<file path="config.mk">
export PLATFORM = sky130hd
export DESIGN_NAME = rsu_front
export DESIGN_NICKNAME = d
export VERILOG_FILES = /design/src/rtl/rsu_pkg.sv /design/src/rtl/rsu_front.sv
export SDC_FILE = /design/constraint.sdc
export NUM_CORES = 1
export LEC_CHECK = 0
export BUFFER_PORTS_ARGS = -buffer_cell sky130_fd_sc_hd__buf_2
export CAP_MARGIN = 10
export CORE_ASPECT_RATIO = 0.8
export CORE_UTILIZATION = 30
export DETAILED_ROUTE_END_ITERATION = 8
export MAX_ROUTING_LAYER = met4
export PLACE_DENSITY = 0.85
export SYNTH_ARGS = -nofsm -noshare
export SYNTH_HDL_FRONTEND = slang
export SYNTH_SLANG_ARGS = --single-unit
export TNS_END_PERCENT = 20
</file>
<file path="constraint.sdc">
create_clock -name vclk -period 2.1
set_input_delay 0.315 -clock vclk [all_inputs]
set_output_delay 0.315 -clock vclk [all_outputs]
set_load 0.005 [all_outputs]
</file>
<file path="src/rtl/rsu_pkg.sv">
// Package for the range-sum block: command and engine state types, sizes.
// No dependencies; used by the front, queue and engine modules.
`default_nettype none
package rsu_pkg;

    // Input opcodes
    localparam logic [1:0] OP_LOAD  = 2'd0;
    localparam logic [1:0] OP_ADD   = 2'd1;
    localparam logic [1:0] OP_QUERY = 2'd2;

    // Index width: clamped range bounds never exceed the 11-bit range fields
    localparam int IDX_W = 11;

    // Command queue between front and engine
    localparam int QUEUE_DEPTH = 4;
    localparam int QPTR_W      = $clog2(QUEUE_DEPTH);

    typedef enum logic [1:0] {
        CMD_LOAD,
        CMD_ADD,
        CMD_SUM,
        CMD_REJECT
    } cmd_kind_t;

    typedef struct packed {
        cmd_kind_t          kind;
        logic [IDX_W-1:0]   first;   // element index, or range start
        logic [IDX_W-1:0]   last;    // range end (exclusive)
        logic [31:0]        amount;
    } cmd_t;

    typedef enum logic [2:0] {
        ST_IDLE,
        ST_ADD,
        ST_SUM,
        ST_DONE
    } eng_state_t;

endpackage
`default_nettype wire

</file>
<file path="src/rtl/rsu_front.sv">
// Front end: takes input words, drops no-ops, clamps ranges, builds commands.
// Depends on rsu_pkg.
`default_nettype none
module rsu_front
    import rsu_pkg::*;
#(
    parameter int unsigned DEPTH = 1024
)
(
    input  wire logic        push,
    input  wire logic        q_full,
    input  wire logic [1:0]  op,
    input  wire logic [9:0]  position,
    input  wire logic [31:0] amount,
    input  wire logic [10:0] range_low,
    input  wire logic [10:0] range_end,
    output logic             q_push,
    output cmd_t             q_cmd
);

    logic [31:0] pos_w;
    logic [31:0] low_w;
    logic [31:0] end_w;
    logic [31:0] low_c;
    logic [31:0] end_c;
    logic        pos_ok;
    logic        keep;

    always_comb
    begin
        pos_w  = {22'd0, position};
        low_w  = {21'd0, range_low};
        end_w  = {21'd0, range_end};
        low_c  = (low_w > DEPTH) ? DEPTH : low_w;
        end_c  = (end_w > DEPTH) ? DEPTH : end_w;
        pos_ok = (pos_w < DEPTH);

        q_cmd.amount = amount;
        q_cmd.first  = low_c[IDX_W-1:0];
        q_cmd.last   = end_c[IDX_W-1:0];
        q_cmd.kind   = CMD_SUM;
        keep         = 1'b0;
        case (op)
            OP_LOAD:
            begin
                q_cmd.kind  = CMD_LOAD;
                q_cmd.first = {1'b0, position};
                keep        = pos_ok;
            end
            OP_ADD:
            begin
                q_cmd.kind  = CMD_ADD;
                q_cmd.first = {1'b0, position};
                keep        = pos_ok;
            end
            OP_QUERY:
            begin
                // inverted range checked before clamping
                q_cmd.kind = (range_low > range_end) ? CMD_REJECT : CMD_SUM;
                keep       = 1'b1;
            end
            default:
            begin
                keep = 1'b0;
            end
        endcase
        q_push = push && !q_full && keep;
    end

endmodule
`default_nettype wire

</file>
* Word level (Yosys, flattened, before mapping) *
Cells that the tools add are included.

word-level totals
  output and inout port bits = 57
  register bits = 0
  logic and storage cells = 17
  input bits = 68

cells by class
  eq/ne operators = 2
  $lt $le $gt $ge = 3
  mux-type cells = 6
  reduce and logical (&&, ||, !) cells = 6

operators by type and width
  kind                                                             number
  11-bit 2-to-1 mux                                                3
  11-bit > comparator, second input constant                       2
  11-bit > comparator                                              1
  2-bit one-hot mux with 3 select lines                            1
  3-bit OR reduction                                               1
  2-bit by 1-bit == test with 1-bit output, second input constant  1
  2-bit == test, second input constant                             1
  1-bit logical AND                                                2
  2-bit zero test                                                  1
  1-bit 2-to-1 mux                                                 2
  2-bit OR reduction                                               1
  1-bit zero test                                                  1

* Depth between registers and ports, before layout *
  depth after elaboration = 4
  mapped depth = 7
  mapped depth without buffers = 6

* Worst setup path after synthesis *
Ideal clock, no wire load.

  kind = input -> output
  start = input port range_end[10]
  end = output port q_cmd[54] (netlist name)
  stages on the path = 7
  buffers on the path = 1
  data arrival time = 1.585 ns
  required time = 1.785 ns
  slack = 0.200 ns
  path through = clkbuf_1 -> inv_1 -> ha_1 -> nand4_2 -> a211oi_2 -> a2111oi_2 -> o31ai_2

RTL lines
  element          line             text
  start, declared  rsu_front.sv:16  input wire logic [10:0] range_end,
  end, declared    rsu_front.sv:18  output cmd_t q_cmd

==> flow_summary.json <==
{
  "status": "finished, final reports clean",
  "synth_compound_area_frac": 0.1838,
  "finalCritPeriodShare": 0.9274,
  "yosysTopAreaCell": "buf_4",
  "hold_class": "in2out",
  "worstSetupPathType": "in2out",
  "syn_nets": 200,
  "place.gp.congestion": 0.6799,
  "grt.met2_usage": 0.2315,
  "power.density_nw_per_um2": 181.2,
  "worst_setup_path_end_kind": "output pin",
  "hold_depth": 0,
  "grt_util_all_layers": 0.1294,
  "crit_path_frequent_cell": "buf_2",
  "synth_top_family_by_area": "buffers and inverters",
  "initial_utilization": 0.3206,
  "synthXorXnorAreaFrac": 0,
  "cp_max_fo": 2,
  "slowest_delay_ps": 400,
  "place_inst": 183,
  "tightest_slew_ps": 345.9,
  "ir_worst_vdd_uv": 67.12,
  "ys_types": 22,
  "grtUsageMet3": 0.02703,
  "multi_input_area_sq_um": 444.2,
  "grt_pass1_wl_mm": 2.684,
  "dp_hpwl_mm": 1.572,
  "synth_area_leaders": "buf_4 (30%), ha_1 (17%), inv_1 (11%)",
  "ios": 125,
  "p_leak_nw": 0.5643,
  "drive_gt1_frac": 0.4694,
  "seq_area_sq_um": 0,
  "grt_pass1_vias": 619,
  "tns_ps": 0,
  "cts_setup_buffers": 0,
  "hold_viol": 0,
  "cp.arrival_ps": 1630,
  "synth.area.mux_share": 0,
  "met1_usage": 0.1538,
  "crit_required_ps": 1780,
  "drt_wl_total_mm": 1.863,
  "crit_slowest_cell": "a2111oi_2",
  "dpl_worst_slack_ps": 138.7,
  "slew-limit-headroom": 0.7694,
  "slew_violations": 0,
  "synth_fa_ha_area_frac": 0.1743,
  "ctsHoldBuffers": 0,
  "synthSimpleGateAreaFrac": 0.2044,
  "grt_overflow": 0,
  "syn_to_final_growth_pct": 13.47,
  "nNetsFinal": 228,
  "fin_ws_ps": 152.4,
  "viasPerCell": 4.295,
  "avgSynthCellArea_sq_um": 6.525,
  "p_total_uw": 162.3,
  "die_w_um": 59.36,
  "n_antenna_cell": 0,
  "max_cap_viol_count": 0,
  "yosysWarnings": 0,
  "rows": 16,
  "yosysTopAreaCellShare": 0.3043,
  "ys_seq_area_frac": 0,
  "fmax_mhz": 513.4,
  "nFillCells": 279,
  "drc": 0,
  "wl_per_cell_um": 10.18,
  "nClkBuffers": 0,
  "synthTopCellsByCount": "buf_4 (32), inv_1 (23), ha_1 (11), o21ai_0 (11), nor2_1 (10)",
  "num_vias": 786,
  "core-area_sq_um": 2462,
  "startpoint_type": "primary input",
  "grt_antenna_before_repair": 0,
  "die_y_um": 47.89,
  "crit_chain": "buf_2, ha_1, a21oi_1, o21ai_1, a2111oi_2, o31ai_2, buf_2",
  "synth.most_common_cell": "buf_4",
  "fp.dieArea_sq_um": 2842,
  "post-route-util": 0.3638,
  "first_pass_iters": 4,
  "stdcell_count": 183,
  "synthCells": 121,
  "grt_busiest_layer": "met2",
  "grt_max_degree": 24,
  "setup_viol": 0,
  "ant_nets": 0,
  "ctsResizeCount": 0,
  "synth_area_sq_um": 789.5,
  "drt_iter0_drc": 13,
  "port_buffers": 61,
  "n_sequential_cell": 0,
  "rsz0062_at_grt": "no",
  "min_period_ps": 1948
}
-- worst max-delay path: cells and delay by family --
| kind | cells | cell delay, ps |
|---|---|---|
| compound gates | 4 | 780 |
| fa+ha+maj | 1 | 300 |
| buf+inv | 2 | 240 |
-- per-stage QoR --
step	area (sq um)	hold WS, ps
2_1_floorplan	789.5	659.9
3_3_place_gp	895.9	630.0
3_5_place_dp	895.9	630.0
4_1_cts	895.9	630.0
5_1_grt	895.9	630.0
6_report	895.9	630.0
-- placed cells by master, fill, tap and decap left out --
master,instances
nor2_1,10
ha_1,11
o21ai_1,1
nand2b_1,1
o31ai_1,1
a21oi_2,2
nand3b_1,8
nand4_2,1
a2111oi_2,1
a211oi_2,1
a211oi_1,2
nand4_1,1
o21ai_0,11
o31ai_2,1
nor2b_1,2
nand2_1,4
inv_1,23
nand3_1,1
buf_4,2
and2_1,1
a21oi_1,1
buf_2,61
-- path summary, 6_finish.rpt --
kind | startpoint | slack, ps | endpoint
max | range_low[4] | 150 | q_cmd[54]
min | amount[14] | 630 | q_cmd[14]
-- layer usage --
layer,vias up,part of all wire
met1,317,0.49
li1,407,-
met5,-,0
met3,6,0.094
met2,56,0.41
met4,0,0.011
-- power by group --
part	switching [mW]	leakage (nW)	internal (mW)	total, mW
clock	0	0	0	0
sequential	0	0	0	0
combinational	0.0802	0.564	0.0822	0.162
total	0.0802	0.564	0.0822	0.162
-- area by class of cell --
class,count,area share
Inverter,23,0.09637
Timing Repair Buffer,63,0.3575
Multi-Input combinational cell,61,0.4958
Tap cell,36,0.05028
-- cell families (layout without fill, tap and decap cells) --
| family | after synthesis | in the layout |
|---|---|---|
| simple gates | 29 | 29 |
| buf+inv | 60 | 86 |
| fa+ha+maj | 11 | 11 |
| compound gates | 21 | 21 |
No activity file was read; power rests on OpenSTA's default activity.
