`src/rtl/rsu_pkg.sv`:
```
// Package for the range-sum block: command and engine state types, sizes.
// No dependencies; used by the front, queue and engine modules.
`default_nettype none
package rsu_pkg;

    // Input opcodes
    localparam logic [1:0] OP_LOAD  = 2'd0;
    localparam logic [1:0] OP_ADD   = 2'd1;
    localparam logic [1:0] OP_QUERY = 2'd2;

    // Index width: clamped range bounds never exceed the 11-bit range fields
    localparam int IDX_W = 11;

    // Command queue between front and engine
    localparam int QUEUE_DEPTH = 4;
    localparam int QPTR_W      = $clog2(QUEUE_DEPTH);

    typedef enum logic [1:0] {
        CMD_LOAD,
        CMD_ADD,
        CMD_SUM,
        CMD_REJECT
    } cmd_kind_t;

    typedef struct packed {
        cmd_kind_t          kind;
        logic [IDX_W-1:0]   first;   // element index, or range start
        logic [IDX_W-1:0]   last;    // range end (exclusive)
        logic [31:0]        amount;
    } cmd_t;

    typedef enum logic [2:0] {
        ST_IDLE,
        ST_ADD,
        ST_SUM,
        ST_DONE
    } eng_state_t;

endpackage
`default_nettype wire

```
`src/rtl/rsu_queue.sv`:
```
// Short command queue between front and engine.
// Depends on rsu_pkg.
`default_nettype none
module rsu_queue
    import rsu_pkg::*;
(
    input  wire logic clk,
    input  wire logic rst_n,
    input  wire logic wr_en,
    input  cmd_t      wr_cmd,
    input  wire logic rd_en,
    output cmd_t      rd_cmd,
    output logic      full,
    output logic      empty
);

    cmd_t              slot_reg [QUEUE_DEPTH];
    logic [QPTR_W-1:0] wr_ptr_reg;
    logic [QPTR_W-1:0] wr_ptr_next;
    logic [QPTR_W-1:0] rd_ptr_reg;
    logic [QPTR_W-1:0] rd_ptr_next;
    logic [QPTR_W:0]   count_reg;
    logic [QPTR_W:0]   count_next;
    logic              do_wr;
    logic              do_rd;

    always_comb
    begin
        full        = (count_reg == (QPTR_W+1)'(QUEUE_DEPTH));
        empty       = (count_reg == '0);
        do_wr       = wr_en && !full;
        do_rd       = rd_en && !empty;
        rd_cmd      = slot_reg[rd_ptr_reg];
        wr_ptr_next = do_wr ? wr_ptr_reg + 1'b1 : wr_ptr_reg;
        rd_ptr_next = do_rd ? rd_ptr_reg + 1'b1 : rd_ptr_reg;
        count_next  = count_reg;
        if (do_wr && !do_rd)
        begin
            count_next = count_reg + 1'b1;
        end
        else if (do_rd && !do_wr)
        begin
            count_next = count_reg - 1'b1;
        end
    end

    always_ff @(posedge clk or negedge rst_n)
    begin
        if (!rst_n)
        begin
            wr_ptr_reg <= '0;
            rd_ptr_reg <= '0;
            count_reg  <= '0;
        end
        else
        begin
            wr_ptr_reg <= wr_ptr_next;
            rd_ptr_reg <= rd_ptr_next;
            count_reg  <= count_next;
        end
    end

    always_ff @(posedge clk)
    begin
        if (do_wr)
        begin
            slot_reg[wr_ptr_reg] <= wr_cmd;
        end
    end

endmodule
`default_nettype wire

```
`config.mk`:
```
export PLATFORM = sky130hd
export DESIGN_NAME = rsu_queue
export DESIGN_NICKNAME = d
export VERILOG_FILES = /design/src/rtl/rsu_pkg.sv /design/src/rtl/rsu_queue.sv
export SDC_FILE = /design/constraint.sdc
export NUM_CORES = 1
export LEC_CHECK = 0
export BUFFER_PORTS_ARGS = -buffer_cell sky130_fd_sc_hd__clkbuf_2
export CORE_ASPECT_RATIO = 1.2
export CORE_MARGIN = 3
export CORE_UTILIZATION = 51
export DETAILED_ROUTE_END_ITERATION = 8
export PLACE_DENSITY = 0.75
export SYNTH_ARGS = -nofsm -noshare
export SYNTH_HDL_FRONTEND = slang
export SYNTH_SLANG_ARGS = --single-unit
```
`constraint.sdc`:
```
create_clock -name clk -period 2.3 [get_ports clk]
set_input_delay 0.115 -clock clk [delete_from_list [all_inputs] [get_ports clk]]
set_output_delay 0.115 -clock clk [all_outputs]
set_load 0.01 [all_outputs]
```
-- Word level (Yosys, flattened, before mapping)
Memories as Yosys holds them, arrays and structs flattened.
Cells that the tools add are included.
- register bits: 7
- bits in writable memories: 224
- input port bits: 60
- output and inout bits: 58
- logic and storage cells: 23
- memories kept: 1
- memories (memory ; words ; width ; read ports ; clocked after Yosys merged registers in ; wr ports ; RTL line ; text):
    slot_reg ; 4 ; 56 ; 1 ; 0 ; 1 ; rsu_queue.sv:17 ; cmd_t slot_reg [QUEUE_DEPTH];
- add/subtract/negate cells: 4
- equal/unequal tests: 1
- multiplexer cells: 4
- reductions and logical operators: 10
- operators by type and width (cell ; number):
    3-bit 2-to-1 mux ; 2
    2-bit by 1-bit adder with 2-bit output (second input constant) ; 2
    1-bit logical AND ; 4
    1-bit zero test ; 4
    3-bit by 1-bit adder with 3-bit output (second input constant) ; 1
    3-bit == test (second input constant) ; 1
    3-bit zero test ; 1
    3-bit by 1-bit subtractor with 3-bit output (second input constant) ; 1
    1-bit 2-to-1 mux ; 2
    2-bit nonzero test ; 1

-- Logic depth before layout (Yosys ltp)
Gate-level depths: netlist of run 1.
- depth in word-level cells: 7
- mapped depth: 9
- depth with buffers taken out: 8

-- Least setup slack after synthesis of run 1
Ideal clock, no wire load.
- path type: register to register
- start point: register count_reg[2]
- end point: memory slot_reg[0][0] (netlist bit), enable pin
- library setup time: 0.420 ns
- data arrival time: 2.155 ns
- required time: 1.880 ns
- setup slack: -0.274 ns
- stages on the path, launching flop included: 5
- path buffers: 1
- period minus slack after synthesis: 2.574 ns
- cell sequence: dfrtp_1 nor3b_2 nor2b_1 buf_2 and2_1
- longest elaborated chain between the ends: 5
- ends and longest elaborated chain (what ; RTL line ; text):
    from (decl) ; rsu_queue.sv:22 ; logic [QPTR_W:0] count_reg;
    from (signal assigned) ; rsu_queue.sv:59 ; count_reg <= count_next;
    3-bit == test ; rsu_queue.sv:29 ; full = (count_reg == (QPTR_W+1)'(QUEUE_DEPTH));
    net full ; rsu_queue.sv:13 ; output logic full,
    1-bit zero test ; rsu_queue.sv:31 ; do_wr = wr_en && !full;
    1-bit logical AND ; rsu_queue.sv:31 ;
    net do_wr ; rsu_queue.sv:24 ; logic do_wr;
    1-bit 2-to-1 mux ; rsu_queue.sv:65 ; if (do_wr)
    1-bit 2-to-1 mux (not written as such) ; rsu_queue.sv:67 ; slot_reg[wr_ptr_reg] <= wr_cmd;
    to (decl) ; rsu_queue.sv:17 ;
The timed path passes the listed nets, and every way through them passes these cells.

-- Worst setup path in the final report of run 1
- start point: register count_reg[0]
- end point: register count_reg[2]
- longest elaborated chain between the ends: 6
- elaborated cells between the ends (all ways): 15
- those cells by class: 2 x add/sub; 1 x eq/ne; 2 x mux; 10 x reduce/logical
- ends and longest elaborated chain (what):
    parallel branches: the longest is 6 deep, another holds 3-bit by 1-bit subtractor with 3-bit output
Parallel ways; which one is timed is not known. The select of a mux whose other input is x is not followed.
A chain may end at the register's enable or synchronous reset.

==> results.tsv, run 1 <==
stage	metric	value	unit
clock_network	numCtsBuffers	22	
synthesis	synthAdderAreaFrac	0.969	%
run	max-cap-violations	0	
final_layout	nets	599	
final_layout	area.growth.synth_to_final	27.5	%
sta	relSlewSlack	61.6	%
setup_path	reg2reg_depth	8	
setup_path	r2r_end	count_reg[2]	
placed_design	place_ws	0.112	ns
route	dr_total_vias	4069	
setup_path	r2r_slack	0.10	ns
synthesis	syn_avg_cell_area	25.9	sq um
setup_path	crit_fanout	4	
placed_design	gp_congestion	0.692	
setup_path	worstPathArrival	2.60	ns
synthesis	synth_simple_gate_area_share	0.734	%
power_and_ir_drop	total_leakage_power	3.84	nW
global_routing	first_global_vias	4484	
floorplanning	start_util	52.2	%
final_layout	nFillCells	1110	
global_routing	gr-usage-all-layers	17.5	%
synthesis	syn_nets	395	
setup_path	cp-start-kind	register	
route	first_pass_iters	4	
route	drt_iter0_markers	178	
route	drc	0	
synthesis	synth_most_common_cell	edfxtp_1	
synthesis	synth_edf_count	224	
placed_design	port_buffers	117	
synthesis	ys_types	21	
sta	fin_hold_ws	0.0219	ns
setup_path	critPathRequiredTime	2.70	ns
synthesis	ys_ff_latch	231	
synthesis	synth_top_family_by_area	multiplexers	
global_routing	grt_pass1_wl	24400	microns
setup_path	critPathSlowestCell	dfrtp_2	
placed_design	dpl_cell_area	9470	sq um
synthesis	netlist_instances	329	
floorplanning	coreArea	16300	sq um
hold_path	hold_path_class	input pin to asynchronous set/reset pin	
clock_network	clock_sinks	231	
sta	period_share	95.6	%
floorplanning	io_pins	118	
route	wire_per_inst	20.1	microns
clock_network	clk_pin_slew	0.06	ns
route	final_antenna_net_count	0	
sta	fin_ws	0.102	ns
global_routing	gr-total-overflow	0	
setup_path	crit_top_cell	xor2_1	
synthesis	yosysWarningCount	0	
setup_path	timing.rr.start	count_reg[0]	
synthesis	ys_top_cells_by_count	224 x edfxtp_1, 56 x mux4_2, 7 x dfrtp_1	
synthesis	synth-seq-area-share	81.0	%
synthesis	ys_top_cells_by_area	edfxtp_1 79%, mux4_2 15%, dfrtp_1 2.1%, ha_1 0.73%, buf_12 0.70%	
sta	rsz0062_at_grt	no	
synthesis	yosys.area.top_type	edfxtp_1	
sta	maxSlewViolCount	0	
setup_path	worst-setup-path-type	register to register	
sta	fin_setup_tns	0	ns
final_layout	largest_reg_flops	224	
final_layout	antenna_cells	0	
synthesis	muxShareOfSynthArea	15.1	%
synthesis	syn_area	8520	sq um
clock_network	cts-root-buf	clkbuf_16	
status	status	completed	
floorplanning	die_area	18300	sq um
sta	worst_slew_pin_slew	0.576	ns
synthesis	synth_xor_area_share	0.616	%
setup_path	cp_cell_sequence	or3_1 > nand2_1 > ha_1 > inv_1 > fa_1 > xor2_1 > nor2_1 > xor2_1	
route	viasPerCell	5.35	
global_routing	grt_max_degree	39	
sta	skew	0.00416	ns
sta	hold_violations	0	
sta	fin_crit	2.20	ns
clock_network	cts_max_level	1	
power_and_ir_drop	power.density	1260	nW/um^2
synthesis	async_flop_share	3.03	%
floorplanning	rows	51	
sta	fmax	455	MHz
final_layout	drive_above_1_share	42.6	%
sta	finalSetupViolCount	0	
clock_network	ctsLongestPathBuffers	3	
setup_path	startpoint	count_reg[0]	
clock_network	cts_tree	yes	
final_layout	finalInstanceArea	10900	sq um
power_and_ir_drop	irDropWorstVdd	0.000790	V
global_routing	antenna_found_initial	0	
setup_path	end_kind	register	
synthesis	synth_flop_cell	edfxtp_1	
synthesis	synth-compound-area-share	0	%
clock_network	insertion_delay	0.49	ns
setup_path	cp_slowest_stage_delay	0.44	ns
placed_design	dpl.hpwl	9250	microns
route	wl	15300	microns
floorplanning	die_w	124	microns
floorplanning	die_h	148	microns
synthesis	synth_top_area_share	78.9	%
placed cells by master (no fill, tap or decap):
cell type	count
buf_12	8
dfrtp_1	4
clkbuf_1	5
xor2_1	2
dfrtp_4	1
mux2_2	2
buf_4	11
bufinv_16	5
inv_1	4
xnor2_1	4
clkbuf_16	23
and2_2	1
nor2_1	1
nand3_1	1
dfrtp_2	2
ha_1	5
fa_1	1
and2_4	3
nor2b_1	1
dlygate4sd3_1	58
or3_1	1
edfxtp_1	224
mux4_2	56
clkinv_2	3
clkbuf_2	117
nor3b_2	1
clkinvlp_4	1
nand2_1	1
clkinv_1	3
timing repair:
item                       4_1_cts  5_1_grt
setup buffers                    0        5
setup endpoints to repair        0       22
hold buffers                    58        0
resized for setup                0        1
hold endpoints to repair       233        0
critical path: cells and delay by family (launching register included):
| kind | cells | cell delay (ns) |
|---|---|---|
| xor gates and xnor gates | 2 | 0.33 |
| adders and majority gates | 2 | 0.58 |
| buffers and inverters | 1 | 0.08 |
| DFF | 1 | 0.44 |
| and+or+nand+nor | 3 | 0.70 |
cell families after synthesis:
logic type,after synthesis
DFF,231
xor gates and xnor gates,6
buffers and inverters,18
adders and majority gates,6
muxes,58
and+or+nand+nor,10
worst max-delay path by stage:
stage | end | slack [ns] | cells past startpoint
floorplan | count_reg[2] | 0.32 | 8
global placement | count_reg[2] | 0.27 | 8
detailed placement | count_reg[2] | 0.11 | 8
CTS | rd_cmd[51] | 0.03 | 3
global route | count_reg[2] | 0.02 | 8
finish | count_reg[2] | 0.10 | 8
stage by stage:
stage	util [%]	std cells	power (mW)
5_1_grt	66.5	761	14.4
3_5_place_dp	58.0	658	9.94
6_report	66.5	761	13.7
2_1_floorplan	-	329	8.45
3_3_place_gp	58.0	658	9.82
4_1_cts	66.3	756	13.8
cell type report:
type / count / area [sq um] / share of cell area (%)
tap: 212 / 265 / 2.44
clock buffer: 28 / 594 / 5.47
clock inverter: 12 / 184 / 1.69
inverter: 4 / 15.0 / 0.138
sequential: 231 / 6910 / 63.6
timing repair buffer: 194 / 1410 / 13.0
multi-input combinational: 80 / 1490 / 13.7
report_power, final:
| part | internal, mW | switching, mW | leakage [nW] |
|---|---|---|---|
| clock network | 2.39 | 1.41 | 0.377 |
| logic | 1.99 | 2.08 | 1.33 |
| registers | 5.57 | 0.251 | 2.13 |
per-layer routing:
metal | GRT usage (%) | vias up | wire [microns]
met4 | 5.04 | 0 | 341
li1 | - | 1809 | -
met3 | 3.29 | 28 | 775
met5 | 0 | - | 0
met1 | 22.8 | 2109 | 5940
met2 | 30.2 | 123 | 8250
Power figures use the tool's default switching activity.
==> inputs of run 2 (changes only) <==
--- a/config.mk
+++ b/config.mk
@@ -8,9 +8,9 @@
 export BUFFER_PORTS_ARGS = -buffer_cell sky130_fd_sc_hd__clkbuf_2
 export CORE_ASPECT_RATIO = 1.2
 export CORE_MARGIN = 3
-export CORE_UTILIZATION = 51
+export CORE_UTILIZATION = 57
 export DETAILED_ROUTE_END_ITERATION = 8
-export PLACE_DENSITY = 0.75
+export PLACE_DENSITY = 0.79
 export SYNTH_ARGS = -nofsm -noshare
 export SYNTH_HDL_FRONTEND = slang
 export SYNTH_SLANG_ARGS = --single-unit
==> constraint.sdc (replaced) <==
create_clock -name clk -period 2.46 [get_ports clk]
set_input_delay 0.123 -clock clk [delete_from_list [all_inputs] [get_ports clk]]
set_output_delay 0.123 -clock clk [all_outputs]
set_load 0.01 [all_outputs]
==> run 2 against run 1 <==
Against the previous run: worst hold slack gained 0.15 ns; die area down 10%; power decreased by 11%; sequential share of layout area grew 1.0 points; non-clock buffer count down 4; critical path depth fell by 5; wire length down 0.34%; sequential power shrank 4.1%; first-iteration DRC count rose by 69%; clock skew grew 0.0051 ns; combinational power is 12% lower; largest power group unchanged; largest cell class unchanged; cell area down 1.6%.
==> results.tsv, run 2 (same netlist as run 1, synthesis figures left out) <==
stage	metric	value	unit
route	first_pass_iters	7	
sta	relSlewSlack	62.4	%
clock_network	insertion_delay	0.49	ns
route	wl	15300	microns
power_and_ir_drop	irDropWorstVdd	0.000757	V
placed_design	dpl.hpwl	8990	microns
run	max-cap-violations	0	
global_routing	antenna_found_initial	1	
clock_network	cts_max_level	1	
sta	worst_slew_pin_slew	0.563	ns
hold_path	hold_path_class	input pin to register	
sta	fin_ws	0.200	ns
final_layout	largest_reg_flops	224	
sta	rsz0062_at_grt	no	
setup_path	cp-start-kind	register	
sta	finalSetupViolCount	0	
setup_path	critPathRequiredTime	2.34	ns
floorplanning	die_area	16500	sq um
setup_path	critPathSlowestCell	dfrtp_4	
power_and_ir_drop	power.density	1140	nW/um^2
clock_network	numCtsBuffers	22	
floorplanning	io_pins	118	
placed_design	port_buffers	117	
sta	skew	0.00922	ns
final_layout	area.growth.synth_to_final	25.4	%
global_routing	gr-total-overflow	0	
route	viasPerCell	5.40	
clock_network	cts-root-buf	clkbuf_16	
global_routing	grt_max_degree	44	
setup_path	end_kind	output port	
setup_path	worstPathArrival	2.14	ns
floorplanning	start_util	58.7	%
status	status	completed	
sta	fmax	442	MHz
final_layout	nets	595	
setup_path	crit_fanout	18	
sta	fin_crit	2.26	ns
clock_network	ctsLongestPathBuffers	3	
floorplanning	coreArea	14500	sq um
sta	fin_setup_tns	0	ns
sta	period_share	91.9	%
floorplanning	rows	48	
placed_design	gp_congestion	0.695	
final_layout	nFillCells	849	
route	dr_total_vias	4026	
clock_network	cts_resized	0	
route	final_antenna_net_count	0	
final_layout	drive_above_1_share	41.0	%
route	drc	0	
placed_design	place_ws	0.306	ns
floorplanning	die_w	118	microns
floorplanning	die_h	140	microns
sta	maxSlewViolCount	0	
final_layout	mostFrequentLayoutCells	224 x edfxtp_1, 117 x clkbuf_2, 59 x dlygate4sd3_1, 56 x mux4_2, 23 x clkbuf_16	
setup_path	worst-setup-path-type	register to output port	
power_and_ir_drop	total_leakage_power	3.75	nW
clock_network	clock_sinks	231	
final_layout	multiInputGateArea	1490	sq um
route	drt_iter0_markers	300	
sta	hold_violations	0	
route	wire_per_inst	20.5	microns
clock_network	clk_pin_slew	0.06	ns
setup_path	cp_slowest_stage_delay	0.67	ns
global_routing	grt_pass1_wl	24400	microns
setup_path	cp_cell_sequence	buf_4 > mux4_2 > clkbuf_2	
final_layout	seqCellArea	6910	sq um
global_routing	first_global_vias	4425	
global_routing	gr-usage-all-layers	19.0	%
final_layout	layout_commonest_cell	edfxtp_1	
clock_network	cts_tree	yes	
-- run 2: layout make-up --
cell class,count,area share (%)
inverter,4,0.140
tap,200,2.34
antenna,1,0.0234
sequential,231,64.6
clock inverter,10,0.445
multi-input combinational,80,13.9
timing repair buffer,190,12.9
clock buffer,29,5.60
-- run 2: through the flow --
stage               cell area [sq um]  hold WS [ns]  instances  power [mW]  utilization [%]
detailed placement               9450       -0.0274        646        9.27             65.0
finish                          10700         0.175        745        12.2             73.5
global route                    10700         0.171        745        12.8             73.5
floorplan                        8530        -0.173        329        7.90                -
global placement                 9450       -0.0355        646        9.16             65.0
CTS                             10700         0.166        744        12.4             73.5
-- run 2: layer usage --
metal | GRT usage [%] | vias up | wire, microns
met3 | 3.84 | 29 | 732
met2 | 33.6 | 113 | 8270
met5 | 0 | - | 0
met1 | 24.3 | 2080 | 5880
li1 | - | 1804 | -
met4 | 5.68 | 0 | 373
-- run 2: final timing paths --
check / to / depth (start not counted) / from / slack, ns
setup / recovery: rd_cmd[44] / 3 / rd_ptr_reg[0] / 0.20
hold / removal: wr_ptr_reg[0] / 4 / wr_en / 0.18
setup reg to reg: count_reg[2] / 8 / count_reg[0] / 0.28
hold reg to reg: count_reg[2] / 1 / count_reg[2] / 0.51
max in group asynchronous: rd_ptr_reg[0] / 3 / rst_n / 1.58
min in group asynchronous: count_reg[2] / 3 / rst_n / 0.62
-- run 2: timing repair --
action	in CTS	in global routing
buffers inserted	0	0
endpoints found under the hold margin	233	0
hold buffers	59	0
-- run 2: worst max-delay path: cells and delay by family (launching register included) --
family                 cells  cell delay, ns
DFF                        1            0.67
muxes                      1            0.53
buffers and inverters      2            0.44
-- run 2: power breakdown --
part,internal (mW),total (mW),switching (mW)
logic,1.81,3.61,1.79
registers,5.21,5.58,0.368
clock network,1.70,3.02,1.31
==> inputs of run 3 (changes only) <==
--- a/config.mk
+++ b/config.mk
@@ -8,9 +8,9 @@
 export BUFFER_PORTS_ARGS = -buffer_cell sky130_fd_sc_hd__clkbuf_2
 export CORE_ASPECT_RATIO = 1.2
 export CORE_MARGIN = 3
-export CORE_UTILIZATION = 57
+export CORE_UTILIZATION = 40
 export DETAILED_ROUTE_END_ITERATION = 8
-export PLACE_DENSITY = 0.79
+export SLEW_MARGIN = 10
 export SYNTH_ARGS = -nofsm -noshare
 export SYNTH_HDL_FRONTEND = slang
 export SYNTH_SLANG_ARGS = --single-unit
==> run 3 against run 2 <==
Against the previous run: critical path depth did not move; register-to-register slack improved by 0.07 ns; largest cell class unchanged; non-clock buffer count fell by 2; clock power barely moved.
==> results.tsv, run 3 (same netlist as run 1, synthesis figures left out) <==
stage	metric	value	unit
status	status	completed	
placed_design	gp_congestion	0.684	
setup_path	critPathRequiredTime	2.34	ns
setup_path	crit_family	flip-flops	
sta	finalSetupViolCount	0	
sta	worst_slew_pin_slew	0.391	ns
placed_design	placed_cells	709	
global_routing	gr-usage-all-layers	13.5	%
floorplanning	coreArea	20600	sq um
clock_network	cts-root-buf	clkbuf_16	
placed_design	dpl_cell_area	9500	sq um
global_routing	grt_max_degree	53	
final_layout	mostFrequentLayoutCells	224 x edfxtp_1, 117 x clkbuf_2, 59 x dlygate4sd3_1, 56 x mux4_2, 23 x clkbuf_16	
placed_design	dpl.hpwl	9110	microns
final_layout	finalInstanceArea	10700	sq um
clock_network	insertion_delay	0.50	ns
route	dr_total_vias	4022	
power_and_ir_drop	p_clk_share	24.8	%
final_layout	post-route-util	52.1	%
route	wire_per_inst	19.4	microns
route	wl	15600	microns
global_routing	antenna_found_initial	0	
clock_network	cts_tree	yes	
final_layout	antenna_cells	0	
floorplanning	die_h	166	microns
final_layout	finalNonFillerCells	808	
floorplanning	rows	57	
clock_network	cts_max_level	1	
power_and_ir_drop	power_frac_comb	30.0	%
sta	fin_setup_tns	0	ns
clock_network	clk_pin_slew	0.06	ns
route	viasPerCell	4.98	
setup_path	cp-start-kind	register	
sta	skew	0.0159	ns
sta	rsz0062_at_grt	no	
floorplanning	io_pins	118	
setup_path	crit_fanout	25	
sta	hold_violations	0	
final_layout	area.growth.synth_to_final	26.0	%
power_and_ir_drop	switching_share	28.6	%
power_and_ir_drop	power	12.2	mW
clock_network	cts_resized	0	
route	first_pass_iters	4	
hold_path	hold_path_class	input pin to register	
setup_path	critPathSlowestCell	dfrtp_4	
sta	fin_crit	2.30	ns
power_and_ir_drop	p_int	8.70	mW
placed_design	port_buffers	117	
setup_path	worst-setup-path-type	register to output port	
floorplanning	die_area	23100	sq um
setup_path	crit_buf_inv	2	
power_and_ir_drop	pwr-share-seq	45.1	%
sta	relSlewSlack	73.9	%
power_and_ir_drop	power.density	1130	nW/um^2
power_and_ir_drop	total_leakage_power	3.75	nW
global_routing	grt_pass1_wl	24600	microns
sta	period_share	93.6	%
final_layout	largest_reg_flops	224	
sta	fmax	434	MHz
placed_design	place_ws	0.357	ns
setup_path	cp_cell_sequence	buf_12 > mux4_2 > clkbuf_2	
global_routing	first_global_vias	4432	
setup_path	end_kind	output port	
route	drc	0	
sta	fin_hold_ws	0.182	ns
clock_network	numCtsBuffers	23	
final_layout	drive_above_1_share	41.1	%
clock_network	cts_setup_buffers	0	
floorplanning	start_util	41.4	%
floorplanning	die_w	139	microns
clock_network	ctsLongestPathBuffers	3	
final_layout	nets	594	
setup_path	cp_slowest_stage_delay	0.67	ns
power_and_ir_drop	irDropWorstVdd	0.000681	V
route	drt_iter0_markers	277	
sta	fin_ws	0.158	ns
power_and_ir_drop	switching_power	3.49	mW
setup_path	worstPathArrival	2.18	ns
clock_network	clock_sinks	231	
route	final_antenna_net_count	0	
run	max-cap-violations	0	
final_layout	layout_commonest_cell	edfxtp_1	
global_routing	gr-total-overflow	0	
sta	maxSlewViolCount	0	
[run 3: cell type report]
| type | instances | area, sq um |
|---|---|---|
| Clock buffer | 29 | 598 |
| Clock inverter | 11 | 52.6 |
| Fill cell | 1660 | 9870 |
| Inverter | 4 | 15.0 |
| Multi-Input combinational cell | 80 | 1490 |
| Sequential cell | 231 | 6910 |
| Tap cell | 265 | 332 |
| Timing Repair Buffer | 188 | 1350 |
[run 3: metal layers]
layer,global-route usage (%),vias up,wire [microns]
met5,0,-,0
met4,3.62,0,274
met3,2.62,22,829
met2,23.6,106,8160
met1,17.2,2094,6370
li1,-,1800,-
[run 3: power groups by stage]
| stage | clock network [mW] | registers [mW] | logic (mW) |
|---|---|---|---|
| after floorplan | 0 | 5.42 | 2.48 |
| after global placement | 0 | 5.55 | 3.68 |
| after detailed placement | 0 | 5.61 | 3.71 |
| after CTS | 3.13 | 5.53 | 3.80 |
| after global routing | 3.32 | 5.58 | 3.98 |
| final | 3.03 | 5.50 | 3.66 |
[run 3: worst paths after layout]
check / start / end / cells past startpoint / slack, ns
max reg2reg: count_reg[0] / count_reg[2] / 8 / 0.35
min reg2reg: count_reg[2] / count_reg[2] / 1 / 0.49
max in group asynchronous: rst_n / rd_ptr_reg[0] / 3 / 1.59
min: wr_en / wr_ptr_reg[0] / 4 / 0.18
min in group asynchronous: rst_n / rd_ptr_reg[0] / 3 / 0.59
max: rd_ptr_reg[0] / rd_cmd[50] / 3 / 0.16
[run 3: worst register-to-register path, stage by stage, from the launching register on]
cell     delay, ns
dfrtp_1       0.44
or3_1         0.44
nand2_1       0.12
ha_1          0.18
inv_1         0.06
fa_1          0.37
xor2_1        0.15
nor2_1        0.11
xor2_1        0.15
[run 3: what timing repair did]
| item | 4_1_cts | 5_1_grt |
|---|---|---|
| hold buffers | 59 | 0 |
| hold endpoints to repair | 233 | 0 |
| setup endpoints to repair | 0 | 0 |
